--- config.mk ---
export PLATFORM = sky130hd
export DESIGN_NAME = positional_list_engine_unit_flat
export DESIGN_NICKNAME = d
export VERILOG_FILES = /design/src/rtl/core/plee_pkg.sv /design/src/rtl/core/plee_if.sv /design/src/rtl/core/plee_ram.sv /design/src/rtl/core/positional_list_engine_unit.sv /design/src/flat_wrapper.sv
export SDC_FILE = /design/constraint.sdc
export NUM_CORES = 2
export LEC_CHECK = 0
export BUFFER_PORTS_ARGS = -buffer_cell sky130_fd_sc_hd__buf_2
export CAP_MARGIN = 0
export CORE_MARGIN = 3
export CORE_UTILIZATION = 55
export DETAILED_ROUTE_END_ITERATION = 8
export GPL_TIMING_DRIVEN = 0
export PLACE_DENSITY = 0.71
export SYNTH_ARGS = -nofsm -noshare
export SYNTH_HDL_FRONTEND = slang
export SYNTH_SLANG_ARGS = --single-unit
--- constraint.sdc ---
create_clock -name clk_i -period 11.5 [get_ports clk_i]
set_input_delay 0.575 -clock clk_i [delete_from_list [all_inputs] [get_ports clk_i]]
set_output_delay 0.575 -clock clk_i [all_outputs]
set_load 0.01 [all_outputs]
--- src/rtl/core/plee_pkg.sv ---
// Package for the positional list engine: field widths, opcodes, status codes
// and default sizes. No dependencies.
package plee_pkg;

  localparam int unsigned OpWidth     = 3;
  localparam int unsigned PosWidth    = 7;
  localparam int unsigned ValueWidth  = 32;
  localparam int unsigned StatusWidth = 2;
  localparam int unsigned CountWidth  = 7;

  localparam int unsigned DefaultDepth     = 64;
  localparam int unsigned DefaultElemWidth = 32;

  localparam logic [OpWidth-1:0] OP_ADD_FRONT = 3'd0;
  localparam logic [OpWidth-1:0] OP_ADD_REAR  = 3'd1;
  localparam logic [OpWidth-1:0] OP_DEL_FRONT = 3'd2;
  localparam logic [OpWidth-1:0] OP_DEL_REAR  = 3'd3;
  localparam logic [OpWidth-1:0] OP_INSERT    = 3'd4;
  localparam logic [OpWidth-1:0] OP_DEL_POS   = 3'd5;

  localparam logic [StatusWidth-1:0] ST_OK        = 2'd0;
  localparam logic [StatusWidth-1:0] ST_UNDERFLOW = 2'd1;
  localparam logic [StatusWidth-1:0] ST_RANGE     = 2'd2;
  localparam logic [StatusWidth-1:0] ST_FULL      = 2'd3;

endpackage

--- src/rtl/core/plee_if.sv ---
// Request and result channels of the positional list engine (valid/ready).
// Depends on plee_pkg for field widths.
interface plee_req_if;
  logic                                  valid;
  logic                                  ready;
  logic        [plee_pkg::OpWidth-1:0]   opcode;
  logic        [plee_pkg::PosWidth-1:0]  position;
  logic signed [plee_pkg::ValueWidth-1:0] new_value;

  modport source (output valid, output opcode, output position, output new_value,
                  input ready);
  modport sink   (input valid, input opcode, input position, input new_value,
                  output ready);
endinterface

interface plee_rsp_if;
  logic                                     valid;
  logic                                     ready;
  logic        [plee_pkg::StatusWidth-1:0]  status;
  logic signed [plee_pkg::ValueWidth-1:0]   removed_value;
  logic        [plee_pkg::CountWidth-1:0]   element_count;
  logic                                     is_empty;

  modport source (output valid, output status, output removed_value,
                  output element_count, output is_empty, input ready);
  modport sink   (input valid, input status, input removed_value,
                  input element_count, input is_empty, output ready);
endinterface

--- src/rtl/core/plee_ram.sv ---
// Element store: single write port, single read port, registered read data.
// No dependencies.
module plee_ram #(
  parameter int unsigned DEPTH = 64,
  parameter int unsigned WIDTH = 32
) (
  input  logic                     clk_i,
  input  logic                     we_i,
  input  logic [$clog2(DEPTH)-1:0] waddr_i,
  input  logic [WIDTH-1:0]         wdata_i,
  input  logic [$clog2(DEPTH)-1:0] raddr_i,
  output logic [WIDTH-1:0]         rdata_o
);

  logic [WIDTH-1:0] mem [DEPTH];
  logic [WIDTH-1:0] rdata_q;

  always_ff @(posedge clk_i) begin
    if (we_i) begin
      mem[waddr_i] <= wdata_i;
    end
  end

  always_ff @(posedge clk_i) begin
    rdata_q <= mem[raddr_i];
  end

  assign rdata_o = rdata_q;

endmodule

--- src/rtl/core/positional_list_engine_unit.sv ---
// Positional list engine: ordered list of up to DEPTH elements in a circular store.
// Adds at either end and errors go from the request straight to the completion state;
// removals at either end first capture the removed element; a middle insert or delete moves
// one entry per cycle. Next request is taken once the result is loaded.
// Asynchronous reset empties the list at once; the store itself is not cleared.
// Depends on plee_pkg, plee_if and plee_ram.
module positional_list_engine_unit #(
  parameter int unsigned DEPTH      = plee_pkg::DefaultDepth,
  parameter int unsigned ELEM_WIDTH = plee_pkg::DefaultElemWidth
) (
  input  logic        clk_i,
  input  logic        rst_ni,
  plee_req_if.sink    req_i,
  plee_rsp_if.source  rsp_o
);

  localparam int unsigned AW   = $clog2(DEPTH);
  localparam int unsigned CW   = $clog2(DEPTH + 1);
  localparam int unsigned CMPW = ((CW > plee_pkg::PosWidth) ? CW : plee_pkg::PosWidth) + 1;

  localparam logic [1:0] S_IDLE  = 2'd0;
  localparam logic [1:0] S_CAP   = 2'd1;
  localparam logic [1:0] S_SHIFT = 2'd2;
  localparam logic [1:0] S_DONE  = 2'd3;

  function automatic logic [AW-1:0] slot_of(input logic [AW-1:0] head,
                                            input logic [CW-1:0] idx);
    logic [CW:0] sum;
    sum = (CW+1)'(head) + (CW+1)'(idx);
    if (sum >= (CW+1)'(DEPTH)) begin
      sum = sum - (CW+1)'(DEPTH);
    end
    return AW'(sum);
  endfunction

  logic [1:0]                         state_q, state_d;
  logic [AW-1:0]                      head_q, head_d;
  logic [CW-1:0]                      count_q, count_d;
  logic [CW-1:0]                      k_q, k_d;
  logic [CW-1:0]                      j_q, j_d;
  logic                               dir_q, dir_d;
  logic                               pend_q, pend_d;
  logic [AW-1:0]                      paddr_q, paddr_d;
  logic [ELEM_WIDTH-1:0]              val_q, val_d;
  logic [plee_pkg::StatusWidth-1:0]   status_q, status_d;
  logic [plee_pkg::ValueWidth-1:0]    removed_q, removed_d;
  logic                               out_valid_q;
  logic [plee_pkg::StatusWidth-1:0]   out_status_q;
  logic [plee_pkg::ValueWidth-1:0]    out_removed_q;
  logic [plee_pkg::CountWidth-1:0]    out_count_q;
  logic                               out_empty_q;
  logic                               load;

  logic [plee_pkg::StatusWidth-1:0]   dec_status;
  logic                               dec_ins;
  logic                               dec_del;
  logic [CW-1:0]                      dec_k;
  logic [CMPW-1:0]                    pos_w;
  logic [CMPW-1:0]                    cnt_w;
  logic                               full;
  logic                               empty;

  logic [CW-1:0]                      ridx;
  logic [CW-1:0]                      widx;
  logic [AW-1:0]                      slot_r;
  logic [AW-1:0]                      slot_w;
  logic [AW-1:0]                      slot_j;
  logic [AW-1:0]                      head_m1;
  logic [AW-1:0]                      head_p1;

  logic                               we;
  logic [AW-1:0]                      waddr;
  logic [ELEM_WIDTH-1:0]              wdata;
  logic [ELEM_WIDTH-1:0]              rdata;
  logic [ELEM_WIDTH-1:0]              req_val;

  plee_ram #(
    .DEPTH (DEPTH),
    .WIDTH (ELEM_WIDTH)
  ) u_ram (
    .clk_i   (clk_i),
    .we_i    (we),
    .waddr_i (waddr),
    .wdata_i (wdata),
    .raddr_i (slot_r),
    .rdata_o (rdata)
  );

  assign full    = (count_q == CW'(DEPTH));
  assign empty   = (count_q == '0);
  assign pos_w   = CMPW'(req_i.position);
  assign cnt_w   = CMPW'(count_q);
  assign req_val = ELEM_WIDTH'($unsigned(req_i.new_value));
  assign head_m1 = (head_q == '0) ? AW'(DEPTH - 1) : head_q - AW'(1);
  assign head_p1 = (head_q == AW'(DEPTH - 1)) ? '0 : head_q + AW'(1);

  // request decode
  always_comb begin
    dec_status = plee_pkg::ST_OK;
    dec_ins    = 1'b0;
    dec_del    = 1'b0;
    dec_k      = '0;
    unique case (req_i.opcode)
      plee_pkg::OP_ADD_FRONT: begin
        if (full) begin
          dec_status = plee_pkg::ST_FULL;
        end else begin
          dec_ins = 1'b1;
        end
      end
      plee_pkg::OP_ADD_REAR: begin
        dec_k = count_q;
        if (full) begin
          dec_status = plee_pkg::ST_FULL;
        end else begin
          dec_ins = 1'b1;
        end
      end
      plee_pkg::OP_DEL_FRONT: begin
        if (empty) begin
          dec_status = plee_pkg::ST_UNDERFLOW;
        end else begin
          dec_del = 1'b1;
        end
      end
      plee_pkg::OP_DEL_REAR: begin
        dec_k = count_q - CW'(1);
        if (empty) begin
          dec_status = plee_pkg::ST_UNDERFLOW;
        end else begin
          dec_del = 1'b1;
        end
      end
      plee_pkg::OP_INSERT: begin
        dec_k = CW'(pos_w - CMPW'(1));
        if (pos_w == '0 || pos_w > cnt_w + CMPW'(1)) begin
          dec_status = plee_pkg::ST_RANGE;
        end else if (full) begin
          dec_status = plee_pkg::ST_FULL;
        end else begin
          dec_ins = 1'b1;
        end
      end
      plee_pkg::OP_DEL_POS: begin
        dec_k = CW'(pos_w - CMPW'(1));
        if (pos_w == '0 || pos_w > cnt_w) begin
          dec_status = plee_pkg::ST_RANGE;
        end else begin
          dec_del = 1'b1;
        end
      end
      default: begin
      end
    endcase
  end

  always_comb begin
    if (state_q == S_SHIFT) begin
      ridx = dir_q ? j_q - CW'(1) : j_q + CW'(1);
      widx = k_q;
    end else begin
      ridx = dec_k;
      widx = dec_k;
    end
  end

  assign slot_r = slot_of(head_q, ridx);
  assign slot_w = slot_of(head_q, widx);
  assign slot_j = slot_of(head_q, j_q);

  assign load = (state_q == S_DONE) && (!out_valid_q || rsp_o.ready);

  // sequencer
  always_comb begin
    state_d   = state_q;
    head_d    = head_q;
    count_d   = count_q;
    k_d       = k_q;
    j_d       = j_q;
    dir_d     = dir_q;
    pend_d    = 1'b0;
    paddr_d   = paddr_q;
    val_d     = val_q;
    status_d  = status_q;
    removed_d = removed_q;
    we        = 1'b0;
    waddr     = slot_w;
    wdata     = val_q;
    unique case (state_q)
      S_IDLE: begin
        if (req_i.valid) begin
          status_d  = dec_status;
          removed_d = '0;
          val_d     = req_val;
          k_d       = dec_k;
          if (dec_ins) begin
            if (dec_k == '0) begin
              we      = 1'b1;
              waddr   = head_m1;
              wdata   = req_val;
              head_d  = head_m1;
              count_d = count_q + CW'(1);
              state_d = S_DONE;
            end else if (dec_k == count_q) begin
              we      = 1'b1;
              wdata   = req_val;
              count_d = count_q + CW'(1);
              state_d = S_DONE;
            end else begin
              j_d     = count_q;
              dir_d   = 1'b1;
              state_d = S_SHIFT;
            end
          end else if (dec_del) begin
            state_d = S_CAP;
          end else begin
            state_d = S_DONE;
          end
        end
      end
      S_CAP: begin
        removed_d = plee_pkg::ValueWidth'(rdata);
        if (k_q == '0) begin
          count_d = count_q - CW'(1);
          head_d  = (count_q == CW'(1)) ? '0 : head_p1;
          state_d = S_DONE;
        end else if (k_q == count_q - CW'(1)) begin
          count_d = count_q - CW'(1);
          state_d = S_DONE;
        end else begin
          j_d     = k_q;
          dir_d   = 1'b0;
          state_d = S_SHIFT;
        end
      end
      S_SHIFT: begin
        if (pend_q) begin
          we    = 1'b1;
          waddr = paddr_q;
          wdata = rdata;
        end
        if (dir_q) begin
          if (j_q > k_q) begin
            pend_d  = 1'b1;
            paddr_d = slot_j;
            j_d     = j_q - CW'(1);
          end else if (!pend_q) begin
            we      = 1'b1;
            count_d = count_q + CW'(1);
            state_d = S_DONE;
          end
        end else begin
          if ((CW+1)'(j_q) + (CW+1)'(1) < (CW+1)'(count_q)) begin
            pend_d  = 1'b1;
            paddr_d = slot_j;
            j_d     = j_q + CW'(1);
          end else if (!pend_q) begin
            count_d = count_q - CW'(1);
            state_d = S_DONE;
          end
        end
      end
      S_DONE: begin
        if (load) begin
          state_d = S_IDLE;
        end
      end
      default: begin
        state_d = S_IDLE;
      end
    endcase
  end

  always_ff @(posedge clk_i or negedge rst_ni) begin
    if (!rst_ni) begin
      state_q <= S_IDLE;
      head_q  <= '0;
      count_q <= '0;
      pend_q  <= 1'b0;
    end else begin
      state_q <= state_d;
      head_q  <= head_d;
      count_q <= count_d;
      pend_q  <= pend_d;
    end
  end

  always_ff @(posedge clk_i) begin
    k_q       <= k_d;
    j_q       <= j_d;
    dir_q     <= dir_d;
    paddr_q   <= paddr_d;
    val_q     <= val_d;
    status_q  <= status_d;
    removed_q <= removed_d;
  end

  // result register
  always_ff @(posedge clk_i or negedge rst_ni) begin
    if (!rst_ni) begin
      out_valid_q <= 1'b0;
    end else if (load) begin
      out_valid_q <= 1'b1;
    end else if (rsp_o.ready) begin
      out_valid_q <= 1'b0;
    end
  end

  always_ff @(posedge clk_i) begin
    if (load) begin
      out_status_q  <= status_q;
      out_removed_q <= removed_q;
      out_count_q   <= plee_pkg::CountWidth'(count_q);
      out_empty_q   <= (count_q == '0);
    end
  end

  assign req_i.ready         = (state_q == S_IDLE);
  assign rsp_o.valid         = out_valid_q;
  assign rsp_o.status        = out_status_q;
  assign rsp_o.removed_value = out_removed_q;
  assign rsp_o.element_count = out_count_q;
  assign rsp_o.is_empty      = out_empty_q;

  a_idle_no_pending: assert property (@(posedge clk_i) disable iff (!rst_ni)
    (state_q == S_IDLE) |-> !pend_q)
    else $error("pending move while idle");

  a_count_step: assert property (@(posedge clk_i) disable iff (!rst_ni)
    !$stable(count_q) |-> (count_q == $past(count_q) + CW'(1) ||
                           count_q + CW'(1) == $past(count_q)))
    else $error("element count moved by more than one");

  a_empty_head: assert property (@(posedge clk_i) disable iff (!rst_ni)
    (count_q == '0) |-> (head_q == '0))
    else $error("empty list with head away from slot zero");

  a_count_bound: assert property (@(posedge clk_i) disable iff (!rst_ni)
    (state_q == S_SHIFT) |-> (count_q < CW'(DEPTH) || !dir_q))
    else $error("insert shift on a full list");

  a_load_from_done: assert property (@(posedge clk_i) disable iff (!rst_ni)
    $rose(out_valid_q) |-> ($past(state_q) == S_DONE))
    else $error("result loaded outside completion");

endmodule
--- src/flat_wrapper.sv ---
// flat-port wrapper written by rule: the top's interface ports become plain ports
module positional_list_engine_unit_flat 
#(
  parameter int unsigned DEPTH      = plee_pkg::DefaultDepth,
  parameter int unsigned ELEM_WIDTH = plee_pkg::DefaultElemWidth
)
  (clk_i, rst_ni, req_i_valid, req_i_opcode, req_i_position, req_i_new_value, req_i_ready, rsp_o_valid, rsp_o_status, rsp_o_removed_value, rsp_o_element_count, rsp_o_is_empty, rsp_o_ready);
  plee_req_if req_i_i ();
  plee_rsp_if rsp_o_i ();
  input  logic clk_i;
  input  logic rst_ni;
  input wire logic [$bits(req_i_i.valid)-1:0] req_i_valid;
  input wire logic [$bits(req_i_i.opcode)-1:0] req_i_opcode;
  input wire logic [$bits(req_i_i.position)-1:0] req_i_position;
  input wire logic [$bits(req_i_i.new_value)-1:0] req_i_new_value;
  output wire logic [$bits(req_i_i.ready)-1:0] req_i_ready;
  output wire logic [$bits(rsp_o_i.valid)-1:0] rsp_o_valid;
  output wire logic [$bits(rsp_o_i.status)-1:0] rsp_o_status;
  output wire logic [$bits(rsp_o_i.removed_value)-1:0] rsp_o_removed_value;
  output wire logic [$bits(rsp_o_i.element_count)-1:0] rsp_o_element_count;
  output wire logic [$bits(rsp_o_i.is_empty)-1:0] rsp_o_is_empty;
  input wire logic [$bits(rsp_o_i.ready)-1:0] rsp_o_ready;
  assign req_i_i.valid = req_i_valid;
  assign req_i_i.opcode = req_i_opcode;
  assign req_i_i.position = req_i_position;
  assign req_i_i.new_value = req_i_new_value;
  assign req_i_ready = req_i_i.ready;
  assign rsp_o_valid = rsp_o_i.valid;
  assign rsp_o_status = rsp_o_i.status;
  assign rsp_o_removed_value = rsp_o_i.removed_value;
  assign rsp_o_element_count = rsp_o_i.element_count;
  assign rsp_o_is_empty = rsp_o_i.is_empty;
  assign rsp_o_i.ready = rsp_o_ready;
  positional_list_engine_unit #(.DEPTH(DEPTH), .ELEM_WIDTH(ELEM_WIDTH)) u_core (.clk_i(clk_i), .rst_ni(rst_ni), .req_i(req_i_i), .rsp_o(rsp_o_i));
endmodule
After elaboration in Yosys (flattened, before gate mapping)
Memories as Yosys holds them, arrays and structs flattened. A register that Yosys moved wholly into a read port is not among the register bits. Index checks and enable logic that the tools add are counted.

RAM bits: 2048. Output and inout port bits: 44. Register bits after elaboration: 146. Logic and storage cells: 197. Memories kept: 1. Input port bits: 46.

Memory list: u_core.u_ram.mem (words 64, width 32, rd ports 1, clocked after Yosys merged registers in 1, wr ports 1, line plee_ram.sv:15) `logic [WIDTH-1:0] mem [DEPTH];`.

Equality and inequality tests: 30. Reduce and logical (&&, ||, !) cells: 27. Muxes and demuxes: 101. $add $sub $neg: 15. Order comparisons: 7.

Operators by type and width (count): 32-bit 2-to-1 mux (6); 7-bit 2-to-1 mux (23); 32-bit case mux with 2 select lines (2); 6-bit 2-to-1 mux (17); 7-bit case mux with 3 select lines (3); 1-bit 2-to-1 mux (29); 2-bit 2-to-1 mux (13); 6-bit by 7-bit adder with 8-bit output (3); 8-bit by 7-bit >= comparator with 1-bit output (second input constant) (3); 6-bit case mux with 2 select lines (2); 6-bit by 1-bit subtractor with 6-bit output (second input constant) (4); 7-bit zero test (3); 7-bit by 1-bit subtractor with 7-bit output (second input constant) (3); 7-bit by 1-bit adder with 8-bit output (second input constant) (2); 2-bit case mux with 4 select lines (2); 7-bit by 1-bit adder with 7-bit output (second input constant) (2); 7-bit equality test (2); 7-bit greater-than comparator (2); 2-bit inequality test (second input constant) (7); 9-bit AND reduction (1); 7-bit by 8-bit greater-than comparator with 1-bit output (1); 8-bit zero test (1); 8-bit by 7-bit < comparator with 1-bit output (1); 2-bit by 1-bit inequality test with 1-bit output (second input constant) (4); 28 further kinds (44).

Logic depth before layout (Yosys ltp)
Depth after elaboration: 11. Mapped depth: 21. Gate-level depth less buffers: 17.

Hierarchy
A second synthesis with hierarchy kept.

Cells, all modules: 4415. Area, all modules: 88592.5 um2.

Modules (own cells, without submodules): plee_ram (cells an instance 3511, times used 1, seq. area each 62139.6 um2, area an instance 79039.6 um2); positional_list_engine_unit (cells an instance 904, times used 1, seq. area each 4299.1 um2, area an instance 9552.9 um2).

Least setup slack after synthesis
Ideal clock, no wire load.

Path kind: reg2reg. Start point: register u_core.count_q[0]. End point: memory u_core.u_ram.mem[35][0], enable pin. Arrival: 7509 ps. Path slack: 3478 ps. Required time: 10987 ps. Cell stages (with the launch flop): 21. Clock period less this slack: 8022 ps. Library setup time: 513 ps. Path buffers: 4. Path through: dfrtp_1 -> clkbuf_1 -> inv_1 -> ha_1 -> and4bb_2 -> xnor2_1 -> o21a_1 -> inv_1 -> nor2_1 -> a21oi_1 -> ha_1 -> a311o_1 -> or3b_2 -> clkbuf_1 -> xnor2_1 -> a222oi_1 -> o21a_1 -> a21o_1 -> buf_2 -> clkbuf_1 -> nor4b_1.

Word-level cells in the longest chain between the ends: 10. Elaborated cells between the ends (all ways): 28. Classes of those cells: add/sub (4); order compare (2); eq/ne (2); mux (18); reduce/logical (2).

RTL lines: from (decl) (line positional_list_engine_unit.sv:38) `logic [CW-1:0] count_q, count_d;`; from (signal assigned) (line positional_list_engine_unit.sv:283) `count_q <= count_d;`; 7-bit by 1-bit subtractor with 7-bit output (*) (line positional_list_engine_unit.sv:127) `dec_k = count_q - CW'(1);`; 7-bit case mux with 3 select lines (*) (line positional_list_engine_unit.sv:103) `unique case (req_i.opcode)`; named net u_core.dec_k[4] (line positional_list_engine_unit.sv:57) `logic [CW-1:0] dec_k;`; 7-bit 2-to-1 mux or 7-bit equality test (tied branches) (line positional_list_engine_unit.sv:158, positional_list_engine_unit.sv:204); 6-bit by 7-bit adder with 8-bit output or 1-bit 2-to-1 mux (tied branches) (line positional_list_engine_unit.sv:29, positional_list_engine_unit.sv:204); 8-bit by 7-bit >= comparator with 1-bit output (tied with other cells) (line positional_list_engine_unit.sv:30) `if (sum >= (CW+1)'(DEPTH)) begin`; 6-bit 2-to-1 mux or 1-bit 2-to-1 mux (tied branches) (line positional_list_engine_unit.sv:30, positional_list_engine_unit.sv:196); 6-bit 2-to-1 mux or 1-bit 2-to-1 mux (tied branches) (line positional_list_engine_unit.sv:197, positional_list_engine_unit.sv:191); 6-bit 2-to-1 mux or 1-bit case mux with 2 select lines (tied branches) (line positional_list_engine_unit.sv:196, positional_list_engine_unit.sv:189); 6-bit 2-to-1 mux or 1-bit 2-to-1 mux (tied branches) (line positional_list_engine_unit.sv:191, plee_ram.sv:19); 6-bit case mux with 2 select lines or 1-bit 2-to-1 mux (tied branches) (line positional_list_engine_unit.sv:189, plee_ram.sv:20); to (decl) (line plee_ram.sv:15).

Mark *: on every way through the listed nets, which the timed path passes. The rest lies on a longest branch.

Final worst setup path
Start point: register u_core.state_q[0]. End point: register u_core.u_ram.rdata_q[1], in the netlist u_core.u_ram.rdata_o[1] (read register of u_core.u_ram.mem).

Word-level cells in the longest chain between the ends: 5. Elaborated cells between the ends (all ways): 6. Classes of those cells: add/sub (2); order compare (1); eq/ne (1); mux (2).

RTL lines: from (decl) (line positional_list_engine_unit.sv:36) `logic [1:0] state_q, state_d;`; from (signal assigned) (line positional_list_engine_unit.sv:281) `state_q <= state_d;`; 2-bit equality test (*) (line positional_list_engine_unit.sv:158) `if (state_q == S_SHIFT) begin`; 7-bit 2-to-1 mux (*) (line positional_list_engine_unit.sv:158); 6-bit by 7-bit adder with 8-bit output (*) (line positional_list_engine_unit.sv:29) `sum = (CW+1)'(head) + (CW+1)'(idx);`; 8-bit by 7-bit >= comparator with 1-bit output or 6-bit by 1-bit subtractor with 6-bit output (tied branches) (line positional_list_engine_unit.sv:30, positional_list_engine_unit.sv:31); 6-bit 2-to-1 mux (*) (line positional_list_engine_unit.sv:30); to (decl) (line plee_ram.sv:16) `logic [WIDTH-1:0] rdata_q;`.

Every way passes the cells marked *; elsewhere a longest branch is shown, timed or not. A chain may end at the register's enable or synchronous reset.

==> flow_summary.ini <==
[run_status]
outcome = finished clean

[worst_setup_path]
critPathCaptureType = flip-flop
cp.required_ps = 12150
worstSetupPathType = reg -> reg
critPathArrivalTime_ps = 8770
cp_max_fo = 10
start_kind = flip-flop

[cts]
htree_levels = 4
cts_made_buffers = 206
cts_tree = done
cts.sinks = 2226
insertion_delay_ps = 850
cts_resized = 0
cts_root_buf = clkbuf_16
clock_path_buffers = 3
clk_pin_slew_ps = 70

[logic_synthesis]
synth-seq-cells = 2226
synth_warnings = 0
synthFlopType = edfxtp_1
synth_area_sq_um = 88200
synth_top_family_by_area = multiplexers
synth-simple-area-share = 0.0228
netlist-cell-type-count = 83
synthAdderAreaFrac = 0.00942
async_reset_ff_frac = 0.00764
syn_area_per_cell_sq_um = 22.0
ys_seq_area_frac = 0.753
synthesis.nets = 4114
synth_compound_area_frac = 0.0254
synth.mux.area_fraction = 0.173
synth-edff-count = 2177
syn_inst = 4004
yosys.area_share.xor_xnor = 0.00437

[sta]
setup_ws_ps = 3380
hold_viol = 0
period_share = 0.706
fin_worst_skew_ps = 49.3
clock.fmax_mhz = 123
worst_slew_pin_slew_ps = 1490
rsz0062_at_grt = no
finalSetupViolCount = 0
slew_violations = 0
max-slew-margin-rel = 0.00891
finalCriticalPeriod_ps = 8120
hold_ws_ps = 52.0

[die]
die_area_sq_um = 165000
initial_core_util = 0.555
die_w_um = 406
core_sq_um = 159000
num_rows = 146
die_y_um = 406
ios = 90

[final_layout]
nNetsFinal = 4817
final_util = 0.645
post_route_cells_drive_above_1_share = 0.312
fin_cells = 6950
syn2layout_area_growth_pct = 16.2
seq_area_sq_um = 66400
layout_commonest_cell = edfxtp_1
fillCellCount = 10126
multi_input_area_sq_um = 21500
mostFrequentLayoutCells = edfxtp_1 (2177), mux4_2 (640), buf_4 (272)

[global_route]
antenna_found_initial = 8
grt_max_degree = 41
grt_pass1_vias = 45744
track_usage = 0.291
globalRouteOverflowTotal = 0
grt_pass1_wl_um = 336000

[routing]
vias = 45955
ant_nets = 0
wl_per_cell_um = 34.0
firstDrtPassIters = 6
initialDrtViolationCount = 6847
wl_um = 236000
remaining_drc_errors = 0
via_per_inst = 6.61

[place]
place_congestion = 0.909
dpl_worst_slack_ps = 3630
hpwl_um = 166000
io_buffer_count = 87
dp.cells = 6541

[flow_run]
drv_cap = 0

[worst_hold_path]
min_path_type = in -> reg
layer usage:
metal,track usage,up-vias,part of all wire
met5,0,-,0.000055
li1,-,18469,-
met4,0.108,2,0.042
met1,0.414,24207,0.38
met2,0.438,2854,0.46
met3,0.0787,423,0.12
critical path, cell delays in order (launching register included):
cell,delay [ps]
dfrtp_1,410
inv_1,100
ha_1,250
clkbuf_1,490
buf_1,460
buf_1,390
nor2_1,120
a21oi_1,200
ha_1,210
inv_1,60
fa_1,510
clkbuf_1,640
clkbuf_1,630
buf_1,1080
clkbuf_1,740
mux4_2,410
mux4_2,550
mux2i_1,420
a21oi_1,250
worst paths after layout:
kind | start | endpoint | slack (ps) | cells past startpoint
max | u_core.state_q[0] | u_core.u_ram.rdata_o[1] | 3380 | 18
min | req_i_new_value[27] | u_core.val_q[27] | 50 | 1
max reg2reg | u_core.state_q[0] | u_core.u_ram.rdata_o[1] | 3380 | 18
min reg2reg | u_core.removed_q[17] | u_core.rsp_o.removed_value[17] | 410 | 0
max in group asynchronous | rst_ni | u_core.count_q[6] | 10900 | 2
min in group asynchronous | rst_ni | u_core.rsp_o.valid | 240 | 2
repair_timing:
item / CTS / global route
buffers inserted: 0 / 0
hold endpoints to repair: 44 / 0
hold buffers: 28 / 0
endpoints found under the setup margin: 0 / 0
flip-flops by register name, summed over array words and instances, names as in the netlist, 7 cells and up:
signal and cells:
u_core.count_q 7, u_core.j_q 7, u_core.k_q 7, u_core.removed_q 32, u_core.rsp_o.element_count 7, u_core.rsp_o.removed_value 32, u_core.u_ram.mem 2048, u_core.u_ram.rdata_o 32
u_core.val_q 32
kinds of logic (layout without fill, tap and decap cells):
family,after synthesis,count (layout)
compound gates,339,339
simple gates,332,332
other cells,0,4
buf+inv,280,1150
mux,719,719
fa+ha+maj,64,64
xor+xnor,44,44
flops,2226,2226
final cells by class:
cell class,count,share of cell area
Sequential cell,2226,0.648
Multi-Input combinational cell,1498,0.210
Clock buffer,258,0.0529
Timing Repair Buffer,495,0.0437
Tap cell,2072,0.0253
Clock inverter,117,0.00956
Buffer,230,0.00874
Inverter,50,0.00183
Antenna cell,4,0.0000977
metrics by stage:
step	area [sq um]	TNS, ps
final	102000	0
after global routing	102000	0
after CTS	102000	0
after detailed placement	95800	0
after global placement	91200	-3445730
after floorplan	88200	0
Yosys cell counts (all sizes together) (6+ instances only):
master	number	area, sq um
edfxtp	2177	65400
mux4	640	14400
clkbuf	166	623
a21oi	78	390
o21ai	78	390
mux2i	71	711
buf	64	270
ha	60	751
inv	46	173
nand2	45	169
nor2	43	161
nor2b	42	263
a22oi	40	300
and2	39	246
nor4	38	297
a211oi	35	263
nor4b	34	317
xnor2	33	289
dfxtp	32	641
nand3	27	135
nor3	18	90.1
dfrtp	17	425
a21o	16	120
xor2	11	96.3
o21a	9	67.6
and3	8	55.1
mux2	8	93.8
nand2b	8	50.1
nand4	8	50.1
o211ai	8	60.1
a31oi	7	43.8
a22o	6	52.6
o21bai	6	45.0
o22ai	6	37.5
Power is not shown: default switching activity piles up to over one toggle a cycle in this logic, so the estimate is an artifact.
